`config.mk`:
```
export PLATFORM = sky130hd
export DESIGN_NAME = vnsa_lane
export DESIGN_NICKNAME = d
export VERILOG_FILES = /design/src/sv/vnsa_lane.sv
export SDC_FILE = /design/constraint.sdc
export NUM_CORES = 2
export LEC_CHECK = 0
export CAP_MARGIN = 20
export CORE_ASPECT_RATIO = 1.75
export CORE_MARGIN = 1
export CORE_UTILIZATION = 70
export CTS_BUF_LIST = sky130_fd_sc_hd__clkbuf_8
export CTS_CLUSTER_DIAMETER = 50
export DETAILED_ROUTE_END_ITERATION = 6
export DONT_BUFFER_PORTS = 1
export GPL_ROUTABILITY_DRIVEN = 0
export PLACE_DENSITY_LB_ADDON = 0.12
export RECOVER_POWER = 100
export SLEW_MARGIN = 25
export SYNTH_ARGS = -nofsm -noshare
export SYNTH_HDL_FRONTEND = slang
export SYNTH_SLANG_ARGS = --single-unit
```
`constraint.sdc`:
```
create_clock -name clk -period 16.3 [get_ports clk]
set_input_delay 3.26 -clock clk [delete_from_list [all_inputs] [get_ports clk]]
set_output_delay 3.26 -clock clk [all_outputs]
set_load 0.05 [all_outputs]
```
`src/sv/vnsa_lane.sv`:
```
// ----------------------------------------------------------------------------
// vnsa_lane
// One axis: rounded source coordinate as a pipelined division by the frame
// divisor, one quotient bit per stage, then clamp to the map edges.
// ----------------------------------------------------------------------------
module vnsa_lane #(
	parameter int COORD_BITS = 12,
	parameter int FRAC_BITS  = 8
) (
	input  logic                             clk,
	input  logic                             en,
	input  logic [COORD_BITS-1:0]            pix,
	input  logic [COORD_BITS:0]              vsize,
	input  logic [COORD_BITS-1:0]            map_m1,
	input  logic [COORD_BITS+FRAC_BITS+18:0] base,
	input  logic [FRAC_BITS+17:0]            dvs,
	output logic [COORD_BITS-1:0]            coord
);

	localparam int C   = COORD_BITS;
	localparam int F   = FRAC_BITS;
	localparam int BW  = C + F + 19;
	localparam int RMW = C + F + 18;
	localparam int NW  = ((BW > C + 2*F + 4) ? BW : C + 2*F + 4) + 1;

	logic signed [C+2:0]  ofs;
	logic signed [NW-1:0] ofs_ext;
	logic signed [NW-1:0] num_s1;
	logic [RMW-1:0]       lim;

	logic [RMW-1:0] rem_sk [C+1];
	logic [C-1:0]   quo_sk [C+1];
	logic           neg_sk [C+1];
	logic           sat_sk [C+1];
	logic [C-1:0]   coord_q;

	// numerator: frame base plus twice the signed view offset, scaled
	assign ofs     = $signed({2'b00, pix, 1'b0}) - $signed({2'b00, vsize});
	assign ofs_ext = NW'(ofs);
	assign lim     = {dvs, {C{1'b0}}};

	always_ff @(posedge clk) begin
		if (en) begin
			num_s1 <= $signed(NW'(base)) + (ofs_ext <<< (2*F + 1));
		end
	end

	// sign and saturation check
	always_ff @(posedge clk) begin
		if (en) begin
			neg_sk[0] <= num_s1[NW-1];
			sat_sk[0] <= !num_s1[NW-1] && ($unsigned(num_s1) >= NW'(lim));
			rem_sk[0] <= num_s1[RMW-1:0];
			quo_sk[0] <= '0;
		end
	end

	// one quotient bit per stage, most significant first
	for (genvar j = 1; j <= C; j++) begin : g_step
		logic [RMW-1:0] dsh;
		logic           ge;
		assign dsh = RMW'(dvs) << (C - j);
		assign ge  = rem_sk[j-1] >= dsh;
		always_ff @(posedge clk) begin
			if (en) begin
				rem_sk[j] <= ge ? (rem_sk[j-1] - dsh) : rem_sk[j-1];
				quo_sk[j] <= {quo_sk[j-1][C-2:0], ge};
				neg_sk[j] <= neg_sk[j-1];
				sat_sk[j] <= sat_sk[j-1];
			end
		end
	end

	// edge clamp
	always_ff @(posedge clk) begin
		if (en) begin
			if (neg_sk[C]) begin
				coord_q <= '0;
			end else if (sat_sk[C] || (quo_sk[C] > map_m1)) begin
				coord_q <= map_m1;
			end else begin
				coord_q <= quo_sk[C];
			end
		end
	end

	assign coord = coord_q;

endmodule

```
Yosys cells after proc, flatten, opt, wreduce, memory -nomap -nowiden
Memory sizes are Yosys's and may differ from the RTL's.
Cells that the tools add are included.
{"block": "totals", "ff_bits": 52, "mem_bits_rw": 676, "inputBits": 104, "n_memories": 4}
{"block": "classes", "n_addsub": 14, "magnitude_cmp": 14, "muxes": 15, "n_reduce_logical": 3}
{"memory": "rem_sk", "depth": 13, "width": 38, "rd": 12, "rd_clocked_by_memory_dff": 0, "write_ports": 13, "line": "31", "source": "logic [RMW-1:0] rem_sk [C+1];"}
{"memory": "quo_sk", "depth": 13, "width": 12, "rd": 13, "rd_clocked_by_memory_dff": 0, "write_ports": 13, "line": "32", "source": "logic [C-1:0] quo_sk [C+1];"}
{"memory": "neg_sk", "depth": 13, "width": 1, "rd": 13, "rd_clocked_by_memory_dff": 0, "write_ports": 13, "line": "33", "source": "logic neg_sk [C+1];"}
{"memory": "sat_sk", "depth": 13, "width": 1, "rd": 13, "rd_clocked_by_memory_dff": 0, "write_ports": 13, "line": "34", "source": "logic sat_sk [C+1];"}
{"op": "$mux W38", "count": 12}
{"op": "$add A40 B31 Y40", "count": 1}
{"op": "$ge A40 B38 Y1", "count": 1}
{"op": "$ge A38 B26 Y1", "count": 1}
{"op": "$ge A38 B27 Y1", "count": 1}
{"op": "$ge A38 B28 Y1", "count": 1}
{"op": "$ge A38 B29 Y1", "count": 1}
{"op": "$ge A38 B30 Y1", "count": 1}
{"op": "$ge A38 B31 Y1", "count": 1}
{"op": "$ge A38 B32 Y1", "count": 1}
{"op": "$ge A38 B33 Y1", "count": 1}
{"op": "$ge A38 B34 Y1", "count": 1}
{"op": "$ge A38 B35 Y1", "count": 1}
{"op": "$ge A38 B36 Y1", "count": 1}
{"op": "$ge A38 B37 Y1", "count": 1}
{"op": "$sub A38 B26 Y38", "count": 1}
{"op": "$sub A38 B27 Y38", "count": 1}
{"op": "$sub A38 B28 Y38", "count": 1}
{"op": "$sub A38 B29 Y38", "count": 1}
{"op": "$sub A38 B30 Y38", "count": 1}
{"op": "$sub A38 B31 Y38", "count": 1}
{"op": "$sub A38 B32 Y38", "count": 1}
{"op": "$sub A38 B33 Y38", "count": 1}
{"op": "$sub A38 B34 Y38", "count": 1}
{"op": "other kinds (10)", "count": 11}

Logic depth before layout (Yosys ltp)
An unclocked memory read counts as a cell.
{"block": "logic_depth", "ltp_word": 4, "ltp_mapped": 22}

Least setup slack after synthesis
OpenSTA, ideal clock, no wires.
{"block": "synth_path", "kind": "input to register", "startpoint": "input port vsize[1]", "endpoint": "register num_s1[39] (data pin)", "arrival_ns": 7.156, "path_slack_ns": 8.850, "cell_stages": 19, "n_path_buf": 0, "path_cell_list": "inv_1 -> ha_1 -> nor2b_1 -> o21ai_0 -> a21boi_0 -> o21ai_0 -> a211oi_1 -> a31o_2 -> o41ai_2 -> nor2_1 -> a211oi_1 -> ha_1 -> a21o_1 -> a21oi_1 -> nand2b_1 -> o221a_2 -> nor3_1 -> o31ai_1 -> xor2_1"}
{"block": "synth_via", "elab_chain_len": 2}
{"element": "from (decl)", "line": "13", "source": "input logic [COORD_BITS:0] vsize,"}
{"element": "$sub A13 B13 Y14", "line": "38", "source": "assign ofs = $signed({2'b00, pix, 1'b0}) - $signed({2'b00, vsize});"}
{"element": "$add A40 B31 Y40", "line": "44", "source": "num_s1 <= $signed(NW'(base)) + (ofs_ext <<< (2*F + 1));"}
{"element": "to (signal assigned)", "line": "44"}
{"element": "to (decl)", "line": "28", "source": "logic signed [NW-1:0] num_s1;"}
No other way between the ends.
A chain may end at the register's enable or synchronous reset.

==> metrics.txt <==
# TYPE chip_impl_metric gauge
chip_impl_info{name="most_frequently_used_flop_master_after_synthesis",value="edfxtp_1"} 1
chip_impl_metric{name="synth-edff-count",unit=""} 612
chip_impl_metric{name="final_min_period_over_clock_period",unit=""} 0.511
chip_impl_metric{name="post_synth_fa_ha_maj_area_fraction",unit=""} 0.125
chip_impl_info{name="violated_checks",value="max-capacitance violations, max-slew violations"} 1
chip_impl_info{name="timing.setup.critical_path_class",value="input port to register"} 1
chip_impl_metric{name="critPathMaxFanout",unit=""} 45
chip_impl_metric{name="drive_gt1_frac",unit=""} 0.0566
chip_impl_metric{name="synth-compound-area-share",unit=""} 0.177
chip_impl_metric{name="synthesis.yosys.warnings",unit=""} 0
chip_impl_info{name="r2r-end",value="rem_sk[5][34]$_DFFE_PP_"} 1
chip_impl_metric{name="number_of_clock_sinks_seen_by_cts",unit=""} 612
chip_impl_metric{name="finalMaxSlewViolations",unit=""} 813
chip_impl_metric{name="static-leakage-power",unit="nW"} 17.0
chip_impl_metric{name="area_delta_synth_final",unit="%"} 5.67
chip_impl_info{name="hp-start",value="quo_sk[7][2]$_DFFE_PP_"} 1
chip_impl_metric{name="vias",unit=""} 30800
chip_impl_metric{name="timing.setup.tns",unit="ns"} 0
chip_impl_metric{name="synth_area",unit="sq um"} 40700
chip_impl_metric{name="design.final.nets",unit=""} 4370
chip_impl_metric{name="synth_xor_xnor_area_share",unit=""} 0.0726
chip_impl_metric{name="initial_utilization",unit=""} 0.709
chip_impl_metric{name="yosysSeqAreaShare",unit=""} 0.452
chip_impl_metric{name="cts-buffers-inserted",unit=""} 90
chip_impl_metric{name="worst_skew_pair.late_latency",unit="ns"} 0.76
chip_impl_metric{name="timing.hold.worst_path_depth",unit=""} 0
chip_impl_info{name="synth_top_family_by_area",value="compound AO/OA/AOI/OAI gates"} 1
chip_impl_metric{name="postCtsResizedCells",unit=""} 0
chip_impl_metric{name="clock.fmax",unit="GHz"} 0.120
chip_impl_metric{name="globalRouteOverflowTotal",unit=""} 0
chip_impl_info{name="cp_cell_sequence",value="inv_1 > ha_1 > a21o_1 > a21oi_1 > nor2b_1 > a2111oi_0 > o221ai_2 > o41ai_1 > o31ai_4 > clkbuf_1 > and2b_1 > nor4b_1 > xor2_1"} 1
chip_impl_metric{name="row_count",unit=""} 116
chip_impl_info{name="setup.worst_path.end_class",value="register"} 1
chip_impl_info{name="clock_tree.root_cell",value="clkbuf_8"} 1
chip_impl_metric{name="fp.coreArea",unit="sq um"} 57300
chip_impl_info{name="r2r-start",value="rem_sk[4][40]$_DFFE_PP_"} 1
chip_impl_metric{name="finalCriticalPeriod",unit="ns"} 8.33
chip_impl_metric{name="dpl_cell_area",unit="sq um"} 41500
chip_impl_metric{name="detailed_place_hpwl",unit="mm"} 74.6
chip_impl_metric{name="power.density",unit="nW/um^2"} 176
chip_impl_metric{name="worst_ep_arrival_time",unit="ns"} 8.79
chip_impl_info{name="crit_slowest_cell",value="a2111oi_0"} 1
chip_impl_metric{name="tightest_slew",unit="ns"} 2.96
chip_impl_metric{name="synth.mux.area_fraction",unit=""} 0.0259
chip_impl_metric{name="setup_viol_count_final",unit=""} 0
chip_impl_info{name="hold_path_class",value="register to register"} 1
chip_impl_metric{name="h_tree_lvls",unit=""} 3
chip_impl_metric{name="timing_hold_violations_final",unit=""} 0
chip_impl_metric{name="slowest_delay",unit="ns"} 1.32
chip_impl_metric{name="grt_antenna_before_repair",unit=""} 4
chip_impl_info{name="cp-start-kind",value="input port"} 1
chip_impl_metric{name="post_drt_via_cell_ratio",unit=""} 6.55
chip_impl_metric{name="fp.dieW",unit="microns"} 184
chip_impl_metric{name="post-route-drc-count",unit=""} 0
chip_impl_info{name="synthTopCellsByCount",value="edfxtp_1 (612), ha_1 (386), a21oi_1 (376)"} 1
chip_impl_metric{name="worst-r2r-cell-count",unit=""} 14
chip_impl_metric{name="yosysTopAreaCellShare",unit=""} 0.452
chip_impl_info{name="min_to",value="quo_sk[8][3]$_DFFE_PP_"} 1
chip_impl_metric{name="die-area",unit="sq um"} 59100
chip_impl_metric{name="timing.slew.headroom",unit=""} -0.973
chip_impl_metric{name="timing.critical_path.required",unit="ns"} 16.76
chip_impl_metric{name="worst_setup_timing_slack_at_the_placement_stage",unit="ns"} 8.57
chip_impl_metric{name="route.antenna.remaining_nets",unit=""} 0
chip_impl_metric{name="synth-seq-cells",unit=""} 612
chip_impl_metric{name="utilization",unit=""} 0.750
chip_impl_metric{name="synth_cell_type_count",unit=""} 101
chip_impl_metric{name="synthesis.instances",unit=""} 3835
chip_impl_metric{name="cts_max_path_buffers",unit=""} 3
chip_impl_metric{name="die_h",unit="microns"} 321
chip_impl_info{name="post_synth_main_area_contributors",value="edfxtp_1 (45%), ha_1 (12%), a21oi_1 (4.6%)"} 1
chip_impl_metric{name="post_synth_and_or_nand_nor_area_fraction",unit=""} 0.125
chip_impl_metric{name="ioPinCount",unit=""} 116
chip_impl_info{name="yosysTopAreaCell",value="edfxtp_1"} 1
chip_impl_metric{name="first_iter_violations",unit=""} 1831
chip_impl_metric{name="final.fill_count",unit=""} 3878
chip_impl_metric{name="maximum_number_of_pins_on_one_net_before_global_route_repair",unit=""} 613
chip_impl_metric{name="grt_first_pass_wirelength",unit="mm"} 156
chip_impl_metric{name="buf_inv_on_cp",unit=""} 2
chip_impl_metric{name="cap_violations",unit=""} 10
chip_impl_metric{name="grt.total_usage",unit=""} 0.341
chip_impl_metric{name="clock_skew",unit="ns"} 0.0582
chip_impl_info{name="status",value="finished, violations left"} 1
chip_impl_metric{name="peakVddDrop",unit="mV"} 0.103
chip_impl_metric{name="whs",unit="ns"} 0.402
chip_impl_metric{name="cts_setup_buffers",unit=""} 0
chip_impl_metric{name="synthesis.nets",unit=""} 4338
chip_impl_metric{name="synth_async_sr_flop_share",unit=""} 0
chip_impl_metric{name="wl_per_cell",unit="microns"} 21.1
chip_impl_metric{name="setup_slack",unit="ns"} 7.97
chip_impl_info{name="synth_most_common_cell",value="edfxtp_1"} 1
chip_impl_info{name="worst_path_dominant_cell_family",value="compound AO/OA/AOI/OAI gates"} 1
chip_impl_metric{name="finalInstanceArea",unit="sq um"} 43000
chip_impl_metric{name="dr.pass1.iters",unit=""} 6
chip_impl_info{name="grt_setup_unrepaired",value="false"} 1
chip_impl_metric{name="synth_area_per_cell",unit="sq um"} 10.6
chip_impl_metric{name="reg2reg_setup_slack",unit="ns"} 10.39
chip_impl_metric{name="cts-hold-fix-buffers",unit=""} 0
chip_impl_metric{name="first_global_vias",unit=""} 32400
chip_impl_info{name="tritoncts",value="yes"} 1
chip_impl_metric{name="cts.clk_slew.worst_paths",unit="ns"} 0.06
chip_impl_metric{name="wl",unit="mm"} 99.6
chip_impl_metric{name="port-buffer-count",unit=""} 0
[routing by layer]
metal / wire length, microns / global-route usage / vias to the layer above
li1: - / - / 14500
met1: 30500 / 0.279 / 14700
met2: 54400 / 0.660 / 1158
met3: 4580 / 0.0571 / 469
met4: 10100 / 0.331 / 0
met5: 0 / 0 / -
[through the flow]
stage / total power [mW] / std cells
6_report: 7.58 / 4710
5_1_grt: 8.04 / 4710
4_1_cts: 7.56 / 4707
3_5_place_dp: 6.33 / 4542
3_3_place_gp: 6.10 / 4541
2_1_floorplan: 5.49 / 3835
[layout by cell type, fill, tap and decap left out, types with 16 or more instances in the layout]
| master | n |
|---|---|
| a211oi_1 | 32 |
| a21o_1 | 195 |
| a21oi_1 | 379 |
| a31oi_1 | 33 |
| and3_1 | 17 |
| clkbuf_8 | 90 |
| clkinv_1 | 24 |
| edfxtp_1 | 612 |
| ha_1 | 386 |
| inv_1 | 171 |
| mux2_1 | 17 |
| mux2_2 | 57 |
| mux2i_1 | 16 |
| nand2_1 | 273 |
| nand2b_1 | 63 |
| nand3_1 | 70 |
| nand4_1 | 56 |
| nor2_1 | 283 |
| nor2b_1 | 65 |
| nor3_1 | 71 |
| nor4_1 | 34 |
| o21a_1 | 53 |
| o21ai_0 | 255 |
| o21bai_1 | 27 |
| o31ai_1 | 25 |
| or3_1 | 19 |
| xnor2_1 | 204 |
| xor2_1 | 133 |
[worst max path at each step]
| stage | from | end | slack (ns) | cells past startpoint |
|---|---|---|---|---|
| final | dvs[7] | rem_sk[4][32]$_DFFE_PP_ | 7.97 | 13 |
| after global placement | vsize[1] | num_s1[39]$_DFFE_PP_ | 8.67 | 20 |
| after global routing | dvs[3] | rem_sk[5][34]$_DFFE_PP_ | 7.70 | 12 |
| after detailed placement | vsize[1] | num_s1[39]$_DFFE_PP_ | 8.57 | 20 |
| after floorplan | vsize[1] | num_s1[39]$_DFFE_PP_ | 8.85 | 19 |
| after CTS | vsize[1] | num_s1[39]$_DFFE_PP_ | 9.32 | 20 |
[area by class of cell]
class,instances,area [sq um],share of cell area
multi-input combinational,2992,21200,0.494
clock buffer,90,1240,0.0288
antenna,3,7.51,0.000175
tap,767,960,0.0223
timing repair buffer,25,143,0.00332
sequential,612,18400,0.428
inverter,146,548,0.0128
clock inverter,75,475,0.0111
[sequential cells by signal, summed over array words and instances, names as in the netlist]
| name | flops |
|---|---|
| quo_sk | 78 |
| rem_sk | 456 |
| sat_sk | 13 |
| num_s1 | 40 |
| neg_sk | 13 |
| coord | 12 |
[power breakdown]
part	internal, mW	switching [mW]
combinational	1.57	2.04
sequential	2.45	0.296
clock	0.602	0.622
[cells by family after synthesis]
group                      count (synthesis)
AOI/OAI and AO/OA                       1128
DFF                                      612
adders and majority gates                399
muxes                                     90
and+or+nand+nor                         1038
buffers and inverters                    231
xor gates and xnor gates                 337
(Power assumes the default switching activity.)
