===== config.mk =====
export PLATFORM = sky130hd
export DESIGN_NAME = vnsa_frame
export DESIGN_NICKNAME = d
export VERILOG_FILES = /design/src/sv/vnsa_pkg.sv /design/src/sv/vnsa_div.sv /design/src/sv/vnsa_frame.sv
export SDC_FILE = /design/constraint.sdc
export NUM_CORES = 2
export LEC_CHECK = 0
export BUFFER_PORTS_ARGS = -buffer_cell sky130_fd_sc_hd__buf_2
export CAP_MARGIN = 30
export CORE_ASPECT_RATIO = 1.75
export CORE_MARGIN = 1
export CORE_UTILIZATION = 50
export CTS_CLUSTER_DIAMETER = 40
export DETAILED_ROUTE_END_ITERATION = 8
export PLACE_DENSITY_LB_ADDON = 0.15
export SLEW_MARGIN = 20
export SYNTH_ARGS = -nofsm -noshare
export SYNTH_HDL_FRONTEND = slang
export SYNTH_SLANG_ARGS = --single-unit

===== constraint.sdc =====
create_clock -name clk -period 17.6 [get_ports clk]
set_clock_uncertainty 0.1 [all_clocks]
set_input_delay 1.76 -clock clk [delete_from_list [all_inputs] [get_ports clk]]
set_output_delay 1.76 -clock clk [all_outputs]
set_load 0.02 [all_outputs]

===== src/sv/vnsa_pkg.sv =====
// ----------------------------------------------------------------------------
// vnsa_pkg
// Shared register map, configuration write bundle and reset values of the
// viewport nearest scaler address core.
// ----------------------------------------------------------------------------
package vnsa_pkg;

	localparam int CFG_ADDR_BITS = 3;
	localparam int CFG_DATA_BITS = 20;
	localparam int SIZE_BITS     = 13;
	localparam int CENTER_BITS   = 20;
	localparam int ZOOM_BITS     = 16;
	localparam int ADDR_BITS     = 24;

	localparam logic [ZOOM_BITS-1:0] ZOOM_MAX = 16'hFFFF;

	// register index map
	typedef enum logic [CFG_ADDR_BITS-1:0] {
		REG_MAP_WIDTH   = 3'd0,
		REG_MAP_HEIGHT  = 3'd1,
		REG_VIEW_WIDTH  = 3'd2,
		REG_VIEW_HEIGHT = 3'd3,
		REG_CENTER_X    = 3'd4,
		REG_CENTER_Y    = 3'd5,
		REG_ZOOM        = 3'd6
	} cfg_reg_t;

	// one configuration write
	typedef struct packed {
		logic                     we;
		logic [CFG_ADDR_BITS-1:0] addr;
		logic [CFG_DATA_BITS-1:0] data;
	} cfg_wr_t;

	// reset values
	localparam logic [SIZE_BITS-1:0]   RST_MAP_WIDTH   = 13'd1024;
	localparam logic [SIZE_BITS-1:0]   RST_MAP_HEIGHT  = 13'd1024;
	localparam logic [SIZE_BITS-1:0]   RST_VIEW_WIDTH  = 13'd640;
	localparam logic [SIZE_BITS-1:0]   RST_VIEW_HEIGHT = 13'd480;
	localparam logic [CENTER_BITS-1:0] RST_CENTER_X    = 20'd130944;
	localparam logic [CENTER_BITS-1:0] RST_CENTER_Y    = 20'd130944;
	localparam logic [ZOOM_BITS-1:0]   RST_ZOOM        = 16'd256;

endpackage


===== src/sv/vnsa_div.sv =====
// ----------------------------------------------------------------------------
// vnsa_div
// Iterative restoring divider, one quotient bit per cycle.
// ----------------------------------------------------------------------------
module vnsa_div #(
	parameter int W = 30
) (
	input  logic         clk,
	input  logic         arst_n,
	input  logic         start,
	input  logic [W-1:0] num,
	input  logic [W-1:0] den,
	output logic         done,
	output logic [W-1:0] quo
);

	localparam int CW = $clog2(W + 1);

	logic [W-1:0]  sh_q;
	logic [W:0]    rem_q;
	logic [W-1:0]  den_q;
	logic [CW-1:0] cnt_q;
	logic          done_q;
	logic [W:0]    trial;
	logic          ge;

	// next partial remainder
	assign trial = {rem_q[W-1:0], sh_q[W-1]};
	assign ge    = trial >= (W+1)'(den_q);

	// payload shift registers
	always_ff @(posedge clk) begin
		if (start) begin
			sh_q  <= num;
			rem_q <= '0;
			den_q <= den;
		end else if (cnt_q != '0) begin
			rem_q <= ge ? (trial - (W+1)'(den_q)) : trial;
			sh_q  <= {sh_q[W-2:0], ge};
		end
	end

	// step counter
	always_ff @(posedge clk or negedge arst_n) begin
		if (!arst_n) begin
			cnt_q  <= '0;
			done_q <= 1'b0;
		end else begin
			done_q <= (cnt_q == CW'(1)) && !start;
			if (start) begin
				cnt_q <= CW'(W);
			end else if (cnt_q != '0) begin
				cnt_q <= cnt_q - CW'(1);
			end
		end
	end

	assign done = done_q;
	assign quo  = sh_q;

endmodule


===== src/sv/vnsa_frame.sv =====
// ----------------------------------------------------------------------------
// vnsa_frame
// Register file and per-frame setup: fit zoom, half view extents, clamped
// centers and the per-axis numerator bases, through one shared divider.
// ----------------------------------------------------------------------------
module vnsa_frame #(
	parameter int COORD_BITS = 12,
	parameter int FRAC_BITS  = 8
) (
	input  logic                                    clk,
	input  logic                                    arst_n,
	input  vnsa_pkg::cfg_wr_t                       cfg,
	output logic                                    ready,
	output logic [COORD_BITS:0]                     map_w,
	output logic [COORD_BITS-1:0]                   map_w_m1,
	output logic [COORD_BITS-1:0]                   map_h_m1,
	output logic [COORD_BITS:0]                     view_w,
	output logic [COORD_BITS:0]                     view_h,
	output logic [COORD_BITS+FRAC_BITS+18:0]        base_x,
	output logic [COORD_BITS+FRAC_BITS+18:0]        base_y,
	output logic [FRAC_BITS+17:0]                   dvs
);
	import vnsa_pkg::*;

	localparam int C   = COORD_BITS;
	localparam int F   = FRAC_BITS;
	localparam int W   = C + 2*F + 2;
	localparam int XW  = ((W > CENTER_BITS) ? W : CENTER_BITS) + 2;
	localparam int CXW = C + F + 1;
	localparam int MXW = C + F + 3;
	localparam int BW  = C + F + 19;
	localparam int EW  = (C + 1 > SIZE_BITS) ? C + 1 : SIZE_BITS;
	localparam logic [C:0] SIZE_TOP = {1'b1, {C{1'b0}}};

	typedef enum logic [7:0] {
		ST_FITX  = 8'b00000001,
		ST_FITY  = 8'b00000010,
		ST_ZOOM  = 8'b00000100,
		ST_HALFX = 8'b00001000,
		ST_HALFY = 8'b00010000,
		ST_CLAMP = 8'b00100000,
		ST_MUL   = 8'b01000000,
		ST_DONE  = 8'b10000000
	} setup_st_t;

	setup_st_t st_q;
	logic      issue_q;

	logic [SIZE_BITS-1:0]   map_width_q, map_height_q, view_width_q, view_height_q;
	logic [CENTER_BITS-1:0] center_x_q, center_y_q;
	logic [ZOOM_BITS-1:0]   zoom_q;

	logic [ZOOM_BITS-1:0] fx_q, fy_q, z_q;
	logic [W-1:0]         hx_q, hy_q;
	logic [CXW-1:0]       cx_q, cy_q;
	logic [BW-1:0]        bx_q, by_q;

	logic [C:0]     mw, mh, vw, vh;
	logic           div_start, div_done;
	logic [W-1:0]   div_num, div_den, div_quo;
	logic [ZOOM_BITS-1:0] fit_sat, z_max;
	logic signed [XW-1:0] cx_sel, cy_sel;
	logic [MXW-1:0] mx, my;

	// out-of-range sizes: zero reads as one, beyond the top as the top
	function automatic logic [C:0] size_fix(input logic [SIZE_BITS-1:0] v);
		logic [EW-1:0] e;
		e = EW'(v);
		if (e == '0) return (C+1)'(1);
		if (e > EW'(SIZE_TOP)) return SIZE_TOP;
		return e[C:0];
	endfunction

	// center clamp against the half view extent
	function automatic logic signed [XW-1:0] center_fix(
		input logic [CENTER_BITS-1:0] c,
		input logic [W-1:0]           half,
		input logic [C:0]             map
	);
		logic signed [XW-1:0] lo, hi, cc;
		lo = $signed(XW'(half));
		hi = $signed(XW'(map) << F) - lo;
		cc = $signed(XW'(c));
		if (lo > hi) return $signed(XW'(map - (C+1)'(1)) << (F - 1));
		if (cc < lo) return lo;
		if (cc > hi) return hi;
		return cc;
	endfunction

	assign mw = size_fix(map_width_q);
	assign mh = size_fix(map_height_q);
	assign vw = size_fix(view_width_q);
	assign vh = size_fix(view_height_q);

	// divider operands by setup step
	always_comb begin
		div_num = '0;
		div_den = W'(1);
		case (st_q)
			ST_FITX: begin
				div_num = (W'(vw) << F) + W'(mw) - W'(1);
				div_den = W'(mw);
			end
			ST_FITY: begin
				div_num = (W'(vh) << F) + W'(mh) - W'(1);
				div_den = W'(mh);
			end
			ST_HALFX: begin
				div_num = (W'(vw) << (2*F)) + W'(z_q);
				div_den = W'(z_q) << 1;
			end
			ST_HALFY: begin
				div_num = (W'(vh) << (2*F)) + W'(z_q);
				div_den = W'(z_q) << 1;
			end
			default: begin
				div_num = '0;
				div_den = W'(1);
			end
		endcase
	end

	assign div_start = issue_q && !cfg.we &&
		((st_q == ST_FITX) || (st_q == ST_FITY) || (st_q == ST_HALFX) || (st_q == ST_HALFY));

	vnsa_div #(.W(W)) u_div (
		.clk    (clk),
		.arst_n (arst_n),
		.start  (div_start),
		.num    (div_num),
		.den    (div_den),
		.done   (div_done),
		.quo    (div_quo)
	);

	// fit zoom saturation and effective zoom
	assign fit_sat = (div_quo > W'(ZOOM_MAX)) ? ZOOM_MAX : div_quo[ZOOM_BITS-1:0];

	always_comb begin
		z_max = zoom_q;
		if (fx_q > z_max) z_max = fx_q;
		if (fy_q > z_max) z_max = fy_q;
	end

	assign cx_sel = center_fix(center_x_q, hx_q, mw);
	assign cy_sel = center_fix(center_y_q, hy_q, mh);
	assign mx = (MXW'(cx_q) << 2) + (MXW'(1) << (F + 1));
	assign my = (MXW'(cy_q) << 2) + (MXW'(1) << (F + 1));

	// setup sequencer and register file
	always_ff @(posedge clk or negedge arst_n) begin
		if (!arst_n) begin
			st_q          <= ST_FITX;
			issue_q       <= 1'b1;
			map_width_q   <= RST_MAP_WIDTH;
			map_height_q  <= RST_MAP_HEIGHT;
			view_width_q  <= RST_VIEW_WIDTH;
			view_height_q <= RST_VIEW_HEIGHT;
			center_x_q    <= RST_CENTER_X;
			center_y_q    <= RST_CENTER_Y;
			zoom_q        <= RST_ZOOM;
		end else if (cfg.we) begin
			st_q    <= ST_FITX;
			issue_q <= 1'b1;
			case (cfg_reg_t'(cfg.addr))
				REG_MAP_WIDTH:   map_width_q   <= cfg.data[SIZE_BITS-1:0];
				REG_MAP_HEIGHT:  map_height_q  <= cfg.data[SIZE_BITS-1:0];
				REG_VIEW_WIDTH:  view_width_q  <= cfg.data[SIZE_BITS-1:0];
				REG_VIEW_HEIGHT: view_height_q <= cfg.data[SIZE_BITS-1:0];
				REG_CENTER_X:    center_x_q    <= cfg.data[CENTER_BITS-1:0];
				REG_CENTER_Y:    center_y_q    <= cfg.data[CENTER_BITS-1:0];
				REG_ZOOM:        zoom_q        <= cfg.data[ZOOM_BITS-1:0];
				default: ;
			endcase
		end else begin
			case (st_q)
				ST_FITX, ST_FITY, ST_HALFX, ST_HALFY: begin
					if (issue_q) begin
						issue_q <= 1'b0;
					end else if (div_done) begin
						issue_q <= 1'b1;
						case (st_q)
							ST_FITX:  st_q <= ST_FITY;
							ST_FITY:  st_q <= ST_ZOOM;
							ST_HALFX: st_q <= ST_HALFY;
							default:  st_q <= ST_CLAMP;
						endcase
					end
				end
				ST_ZOOM:  st_q <= ST_HALFX;
				ST_CLAMP: st_q <= ST_MUL;
				ST_MUL:   st_q <= ST_DONE;
				ST_DONE:  st_q <= ST_DONE;
				default:  st_q <= ST_FITX;
			endcase
		end
	end

	// setup results
	always_ff @(posedge clk) begin
		if (div_done && !issue_q) begin
			if (st_q == ST_FITX)  fx_q <= fit_sat;
			if (st_q == ST_FITY)  fy_q <= fit_sat;
			if (st_q == ST_HALFX) hx_q <= div_quo;
			if (st_q == ST_HALFY) hy_q <= div_quo;
		end
		if (st_q == ST_ZOOM) z_q <= z_max;
		if (st_q == ST_CLAMP) begin
			cx_q <= cx_sel[CXW-1:0];
			cy_q <= cy_sel[CXW-1:0];
		end
		if (st_q == ST_MUL) begin
			bx_q <= mx * z_q;
			by_q <= my * z_q;
		end
	end

	assign ready    = (st_q == ST_DONE);
	assign map_w    = mw;
	assign map_w_m1 = C'(mw - (C+1)'(1));
	assign map_h_m1 = C'(mh - (C+1)'(1));
	assign view_w   = vw;
	assign view_h   = vh;
	assign base_x   = bx_q;
	assign base_y   = by_q;
	assign dvs      = {z_q, {(F+2){1'b0}}};

endmodule


# Word-level counts from Yosys, hierarchy flattened
# Cells that the tools add are included.
dict set report word_totals {
  reg_bits 441
  in_bits 26
  wordCells 176
  out_inout_bits 168
}
dict set report classes {
  n_lt_le_gt_ge 14
  addsub 16
  n_mux 71
  eq_ne 17
  mul 2
  reduce_logical 33
}
# operator count
set op_table {}
lappend op_table {{2-to-1 mux 21 bit} 12}
lappend op_table {{2-to-1 mux 13 bit} 16}
lappend op_table {{one-hot mux 30 bit (4 select lines)} 1}
lappend op_table {{2-to-1 mux 30 bit} 3}
lappend op_table {{multiplier 23 x 16 -> 39 bit} 2}
lappend op_table {{> comparator 21 x 31 -> 1 bit} 2}
lappend op_table {{> comparator 31 bit} 2}
lappend op_table {{subtractor 21 x 30 -> 31 bit} 2}
lappend op_table {{adder 29 x 16 -> 30 bit} 2}
lappend op_table {{< comparator 20 x 30 -> 1 bit} 2}
lappend op_table {{> comparator 13 bit, second input constant} 4}
lappend op_table {{zero test 13 bit} 4}
lappend op_table {{one-hot mux 17 bit (3 select lines)} 1}
lappend op_table {{2-to-1 mux 16 bit} 3}
lappend op_table {{adder 23 x 10 -> 23 bit, second input constant} 2}
lappend op_table {{subtractor 22 x 1 -> 23 bit, second input constant} 2}
lappend op_table {{adder 21 x 13 -> 22 bit} 2}
lappend op_table {{> comparator 16 bit} 2}
lappend op_table {{one-hot mux 8 bit (4 select lines)} 1}
lappend op_table {{>= comparator 31 x 30 -> 1 bit} 1}
lappend op_table {{> comparator 30 x 16 -> 1 bit, second input constant} 1}
lappend op_table {{subtractor 30 bit} 1}
lappend op_table {{2-to-1 mux 1 bit} 28}
lappend op_table {{subtractor 13 x 1 -> 14 bit, second input constant} 2}
lappend op_table {{28 further kinds} 55}

# Longest topological paths before layout
dict set report logic_depth {
  word_depth 14
  mapped_depth 29
}

# Hierarchy
# From an unflattened synthesis, not the netlist that was laid out.
dict set report hier_totals {
  hier_cells 5167
  area_unflattened_um2 49790.3
}
# mod area_each_um2 cells_each instances
set modules_own_cells {}
lappend modules_own_cells {vnsa_frame 44179.9 4625 1}
lappend modules_own_cells {vnsa_div 5610.4 542 1}

# Worst setup path after synthesis
# Ideal clock, no wire load.
dict set report synth_path {
  path_kind {reg2reg}
  start {register cx_q[9]}
  end {register bx_q[38], in the netlist base_x[38], data pin}
  stages_incl_launch_ff 29
  setup_time_ns 0.274
  arrival_time_ns 7.084
  synth_period_minus_slack_ns 7.457
  required_time_ns 17.226
  path_slack_ns 10.143
  cell_sequence {edfxtp_1 > nand3_1 > nor2_1 > nand2_1 > nor2_1 > nand3_1 > xnor2_1 > clkbuf_1 > nand2_1 > fa_1 > fa_1 > fa_1 > inv_1 > fa_1 > fa_1 > inv_1 > fa_1 > inv_1 > ha_1 > a221oi_1 > o21ai_1 > o211ai_1 > nand3_1 > o21a_1 > a221o_1 > o41ai_1 > nand4b_1 > and3_1 > a311oi_1}
}
dict set report synth_between {
  elab_chain_len 2
}
# item line
set synth_rtl {}
lappend synth_rtl {{from (decl)} vnsa_frame.sv:55} ;# logic [CXW-1:0] cx_q, cy_q;
lappend synth_rtl {{from (signal assigned)} vnsa_frame.sv:209} ;# cx_q <= cx_sel[CXW-1:0];
lappend synth_rtl {{adder 23 x 10 -> 23 bit} vnsa_frame.sv:147} ;# assign mx = (MXW'(cx_q) << 2) + (MXW'(1) << (F + 1));
lappend synth_rtl {{multiplier 23 x 16 -> 39 bit} vnsa_frame.sv:213} ;# bx_q <= mx * z_q;
lappend synth_rtl {{to (signal assigned)} vnsa_frame.sv:213}
lappend synth_rtl {{to (decl)} vnsa_frame.sv:56} ;# logic [BW-1:0] bx_q, by_q;
# Every way passes these cells.
# A chain may end at the register's enable or synchronous reset.

# Worst setup path after layout
dict set report layout_path {
  start {register cy_q[7]}
  end {register by_q[38], in the netlist base_y[38], data pin}
}
dict set report layout_between {
  elab_chain_len 2
}
# item line
set layout_rtl {}
lappend layout_rtl {{from (decl)} vnsa_frame.sv:55}
lappend layout_rtl {{from (signal assigned)} vnsa_frame.sv:210} ;# cy_q <= cy_sel[CXW-1:0];
lappend layout_rtl {{adder 23 x 10 -> 23 bit} vnsa_frame.sv:148} ;# assign my = (MXW'(cy_q) << 2) + (MXW'(1) << (F + 1));
lappend layout_rtl {{multiplier 23 x 16 -> 39 bit} vnsa_frame.sv:214} ;# by_q <= my * z_q;
lappend layout_rtl {{to (signal assigned)} vnsa_frame.sv:214}
lappend layout_rtl {{to (decl)} vnsa_frame.sv:56}
# Every way passes these cells.

==> flow_metrics.py <==
metrics = {
    "placed_design": {
        "gp_congestion": 1.02,
        "dp_worst_setup_slack_ns": 9.43,
        "place_hpwl_mm": 123,
        "portBuffers": 179,
    },
    "power": {
        "comb_power_share": 0.385,
        "power_frac_clock": 0.287,
        "power.net_switching_mw": 1.79,
        "pwr-share-seq": 0.328,
        "p_leak_nw": 25.1,
        "swShare": 0.403,
        "finalPower_mw": 4.44,
        "power_density_nw_per_um2": 83.4,
        "internal-power_mw": 2.65,
        "ir_drop_uv": 112,
    },
    "route": {
        "routed-wl-met3_mm": 6.98,
        "post-route-drc-count": 0,
        "ant_nets": 0,
        "avgRoutedWirePerCell_microns": 23.9,
        "vias": 37500,
        "met1_length_mm": 52.2,
        "vias_per_cell": 5.74,
        "dr_wl_met2_mm": 81.0,
        "first_pass_iters": 6,
        "wl_mm": 156,
        "maxUsedRoutingLayer": "met5",
        "drtIter0Drc": 2321,
    },
    "setup_path": {
        "cpMostUsedCell": "fa_1",
        "cp_slowest_cell": "edfxtp_1",
        "crit_path_start": "cy_q[7]$_DFFE_PN_",
        "cpPeakStageDelay_ns": 0.80,
        "cp.arrival_ns": 8.55,
        "r2r_start": "cy_q[7]$_DFFE_PN_",
        "worst_setup_path_end_kind": "flop",
        "path_class": "reg2reg",
        "worstPathMaxFanout": 21,
        "crit_chain": "nand3_1 -> xnor2_2 -> nand2_1 -> fa_1 -> inv_1 -> fa_1 -> fa_1 -> fa_1 -> fa_1 -> inv_1 -> fa_1 -> inv_1 -> ha_1 -> a21oi_1 -> o21ai_1 -> o41a_1 -> nor2_1 -> a21oi_1 -> o41ai_1 -> o21ai_1 -> a21o_1 -> a21oi_1 -> xnor2_1",
        "path_buf_inv": 3,
        "path_delay_family": "adder cells",
        "cp_data_required_time_ns": 17.94,
        "start_kind": "flop",
    },
    "synthesis": {
        "synth_edf_count": 271,
        "synth.avg_cell_area_sq_um": 9.62,
        "ys_warn_count": 0,
        "syn_area_sq_um": 48700,
        "syn_inst": 5057,
        "yosysUniqueCellTypes": 90,
        "ys_seq_area_frac": 0.244,
        "yosys_register_bits": 424,
        "synth_area_leaders": "fa_1 (22%), edfxtp_1 (17%), ha_1 (13%)",
        "synth_top_cell_by_area": "fa_1",
        "postSynth.asyncResetShare": 0.290,
        "synthFlopType": "edfxtp_1",
        "synth_top_area_share": 0.218,
    },
    "floorplanning": {
        "die_x_microns": 238,
        "dieHeight_microns": 415,
        "start_util": 0.504,
        "io_pins": 194,
        "core-area_sq_um": 96500,
        "row_count": 151,
        "dieArea_sq_um": 98600,
    },
    "cts": {
        "clk_latency_ns": 0.69,
        "cts_hold_buffers": 0,
        "post_cts_buffers": 0,
        "clk_pin_slew_worst_paths_ns": 0.06,
        "numCtsBuffers": 58,
        "cts_root_buf": "clkbuf_16",
        "htreeDepth": 2,
        "tritoncts": "built",
        "clock-sinks": 424,
        "clock_path_buffers": 3,
        "cts_resized": 0,
    },
    "finish": {
        "drive_gt1_frac": 0.109,
        "fin_nets": 6232,
        "final_core_util": 0.551,
        "area_growth_syn_to_layout_pct": 9.39,
    },
    "global_routing": {
        "grt_pass1_wl_mm": 235,
        "globalRouteTotalUtil": 0.322,
        "antenna_found_initial": 8,
        "grt_pass1_vias": 39200,
        "grt_overflow": 0,
        "grt_start_max_net_pins": 71,
    },
    "sta": {
        "hold_violations": 0,
        "min_period_ns": 8.21,
        "setup_viol": 0,
        "tightest_slew_ns": 0.999,
        "fin_crit_sh": 0.467,
        "fmax_mhz": 122,
        "tns_ns": 0,
        "drv_slew": 0,
        "rsz0062_at_grt": "no",
        "slew_headroom": 0.325,
        "setup_ws_ns": 9.39,
    },
    "min_path": {
        "hold_path.class": "reg2reg",
        "hold_path.startpoint": "u_div.rem_q[1]$_SDFFE_PP0P_",
    },
    "job": {
        "cap_violations": 0,
    },
    "outcome": {
        "outcome": "complete, no violations",
    },
}
==> placed cells by master, fill, tap and decap left out, types with 18 or more instances in the layout <==
| cell | instances |
|---|---|
| o211ai_1 | 18 |
| o21ai_1 | 31 |
| fa_1 | 531 |
| a21oi_1 | 194 |
| o21ai_0 | 89 |
| or2_2 | 24 |
| nor3_1 | 66 |
| dfxtp_1 | 30 |
| xor2_1 | 69 |
| and2_1 | 300 |
| buf_2 | 178 |
| o21a_1 | 50 |
| or3_1 | 22 |
| mux2i_1 | 70 |
| mux2_2 | 115 |
| edfxtp_1 | 271 |
| dfrtp_1 | 92 |
| a21o_1 | 91 |
| a211oi_1 | 50 |
| xnor2_1 | 131 |
| clkbuf_16 | 59 |
| nor4_1 | 19 |
| mux2_1 | 20 |
| dfstp_2 | 31 |
| ha_1 | 491 |
| a31oi_1 | 26 |
| nand4_1 | 38 |
| nor2_1 | 196 |
| o221ai_1 | 18 |
| and3_1 | 26 |
| nand3_1 | 54 |
| inv_1 | 784 |
| nand2b_1 | 67 |
| nand2_1 | 550 |
| nor2b_1 | 44 |
| buf_4 | 81 |
==> worst register-to-register path, delay by kind of cell, from the launching register on <==
kind | cells | cell delay, ns
AO/OA/AOI/OAI | 8 | 1.92
XOR/XNOR | 2 | 0.82
adder cells (fa/ha/maj) | 7 | 3.61
buffers and inverters | 3 | 0.18
flip-flops | 1 | 0.80
AND/OR/NAND/NOR | 3 | 0.56
==> power by group through the flow <==
stage | sequential, mW | clock (mW) | combinational [mW]
2_1_floorplan | 1.35 | 0 | 1.16
3_3_place_gp | 1.47 | 0 | 1.66
3_5_place_dp | 1.47 | 0 | 1.67
4_1_cts | 1.45 | 1.30 | 1.68
5_1_grt | 1.46 | 1.33 | 1.85
6_report | 1.46 | 1.28 | 1.71
==> registers in the layout (all words and copies together), names as in the netlist, 16 cells and up <==
name / flops
base_x: 37
base_y: 37
hx_q: 30
hy_q: 30
u_div.quo: 30
u_div.rem_q: 30
cx_q: 21
cy_q: 21
center_x_q: 20
center_y_q: 20
u_div.den_q: 17
fx_q: 16
fy_q: 16
z_q: 16
zoom_q: 16
==> cells by family after synthesis <==
family	count (synthesis)	synth area share
mux	205	0.0456
fa+ha+maj	1022	0.345
other cells	1	0.0000771
buf+inv	992	0.0779
simple gates	1487	0.152
flops	424	0.244
compound gates	724	0.0995
xor+xnor	202	0.0364
==> final cells by class <==
| type | instances | area (sq um) |
|---|---|---|
| Clock buffer | 65 | 1520 |
| Inverter | 785 | 2950 |
| Sequential cell | 424 | 11900 |
| Antenna cell | 7 | 17.5 |
| Tap cell | 1300 | 1630 |
| Multi-Input combinational cell | 3654 | 33200 |
| Timing Repair Buffer | 261 | 1540 |
| Fill cell | 8771 | 43300 |
| Clock inverter | 44 | 562 |
==> worst paths after layout <==
check / endpoint / slack [ns] / cells after the start
setup / recovery: base_y[38]$_DFFE_PP_ / 9.39 / 23
hold / removal: u_div.rem_q[1]$_SDFFE_PP0P_ / 0.38 / 2
setup reg to reg: base_y[38]$_DFFE_PP_ / 9.39 / 23
hold reg to reg: u_div.rem_q[1]$_SDFFE_PP0P_ / 0.38 / 2
max in group asynchronous: st_q[1]$_DFFE_PN0P_ / 15.41 / 2
min in group asynchronous: zoom_q[14]$_DFFE_PN0P_ / 0.88 / 1
==> metal layers <==
layer	global-route usage	up-vias
met5	0	-
met3	0.0370	544
met4	0.285	6
met2	0.581	1254
li1	-	17000
met1	0.325	18700
==> per-stage QoR <==
| stage | hold WS (ns) | std cells | area [sq um] |
|---|---|---|---|
| after floorplan | 0.345 | 5070 | 48700 |
| after detailed placement | 0.371 | 6424 | 51100 |
| after CTS | 0.378 | 6533 | 53200 |
| final | 0.378 | 6540 | 53200 |
| after global placement | 0.356 | 6422 | 51100 |
| after global routing | 0.405 | 6533 | 53200 |
==> Yosys cell counts (all sizes together) (8+ instances only) <==
library cell / instances
a211oi: 52
a21o: 91
a21oi: 194
a221o: 12
a221oi: 15
a22oi: 17
a31oi: 28
and2: 302
and3: 26
and4: 8
buf: 30
clkbuf: 177
dfrtp: 92
dfstp: 31
dfxtp: 30
edfxtp: 271
fa: 531
ha: 491
inv: 785
mux2: 135
mux2i: 70
nand2: 550
nand2b: 67
nand3: 54
nand4: 38
nor2: 199
nor2b: 44
nor3: 66
nor3b: 24
nor4: 21
o211ai: 18
o21a: 50
o21ai: 121
o21bai: 18
o221ai: 18
o31ai: 11
or2: 30
or3: 22
or4: 14
xnor2: 133
xor2: 69
No activity file was read; power rests on OpenSTA's default activity.
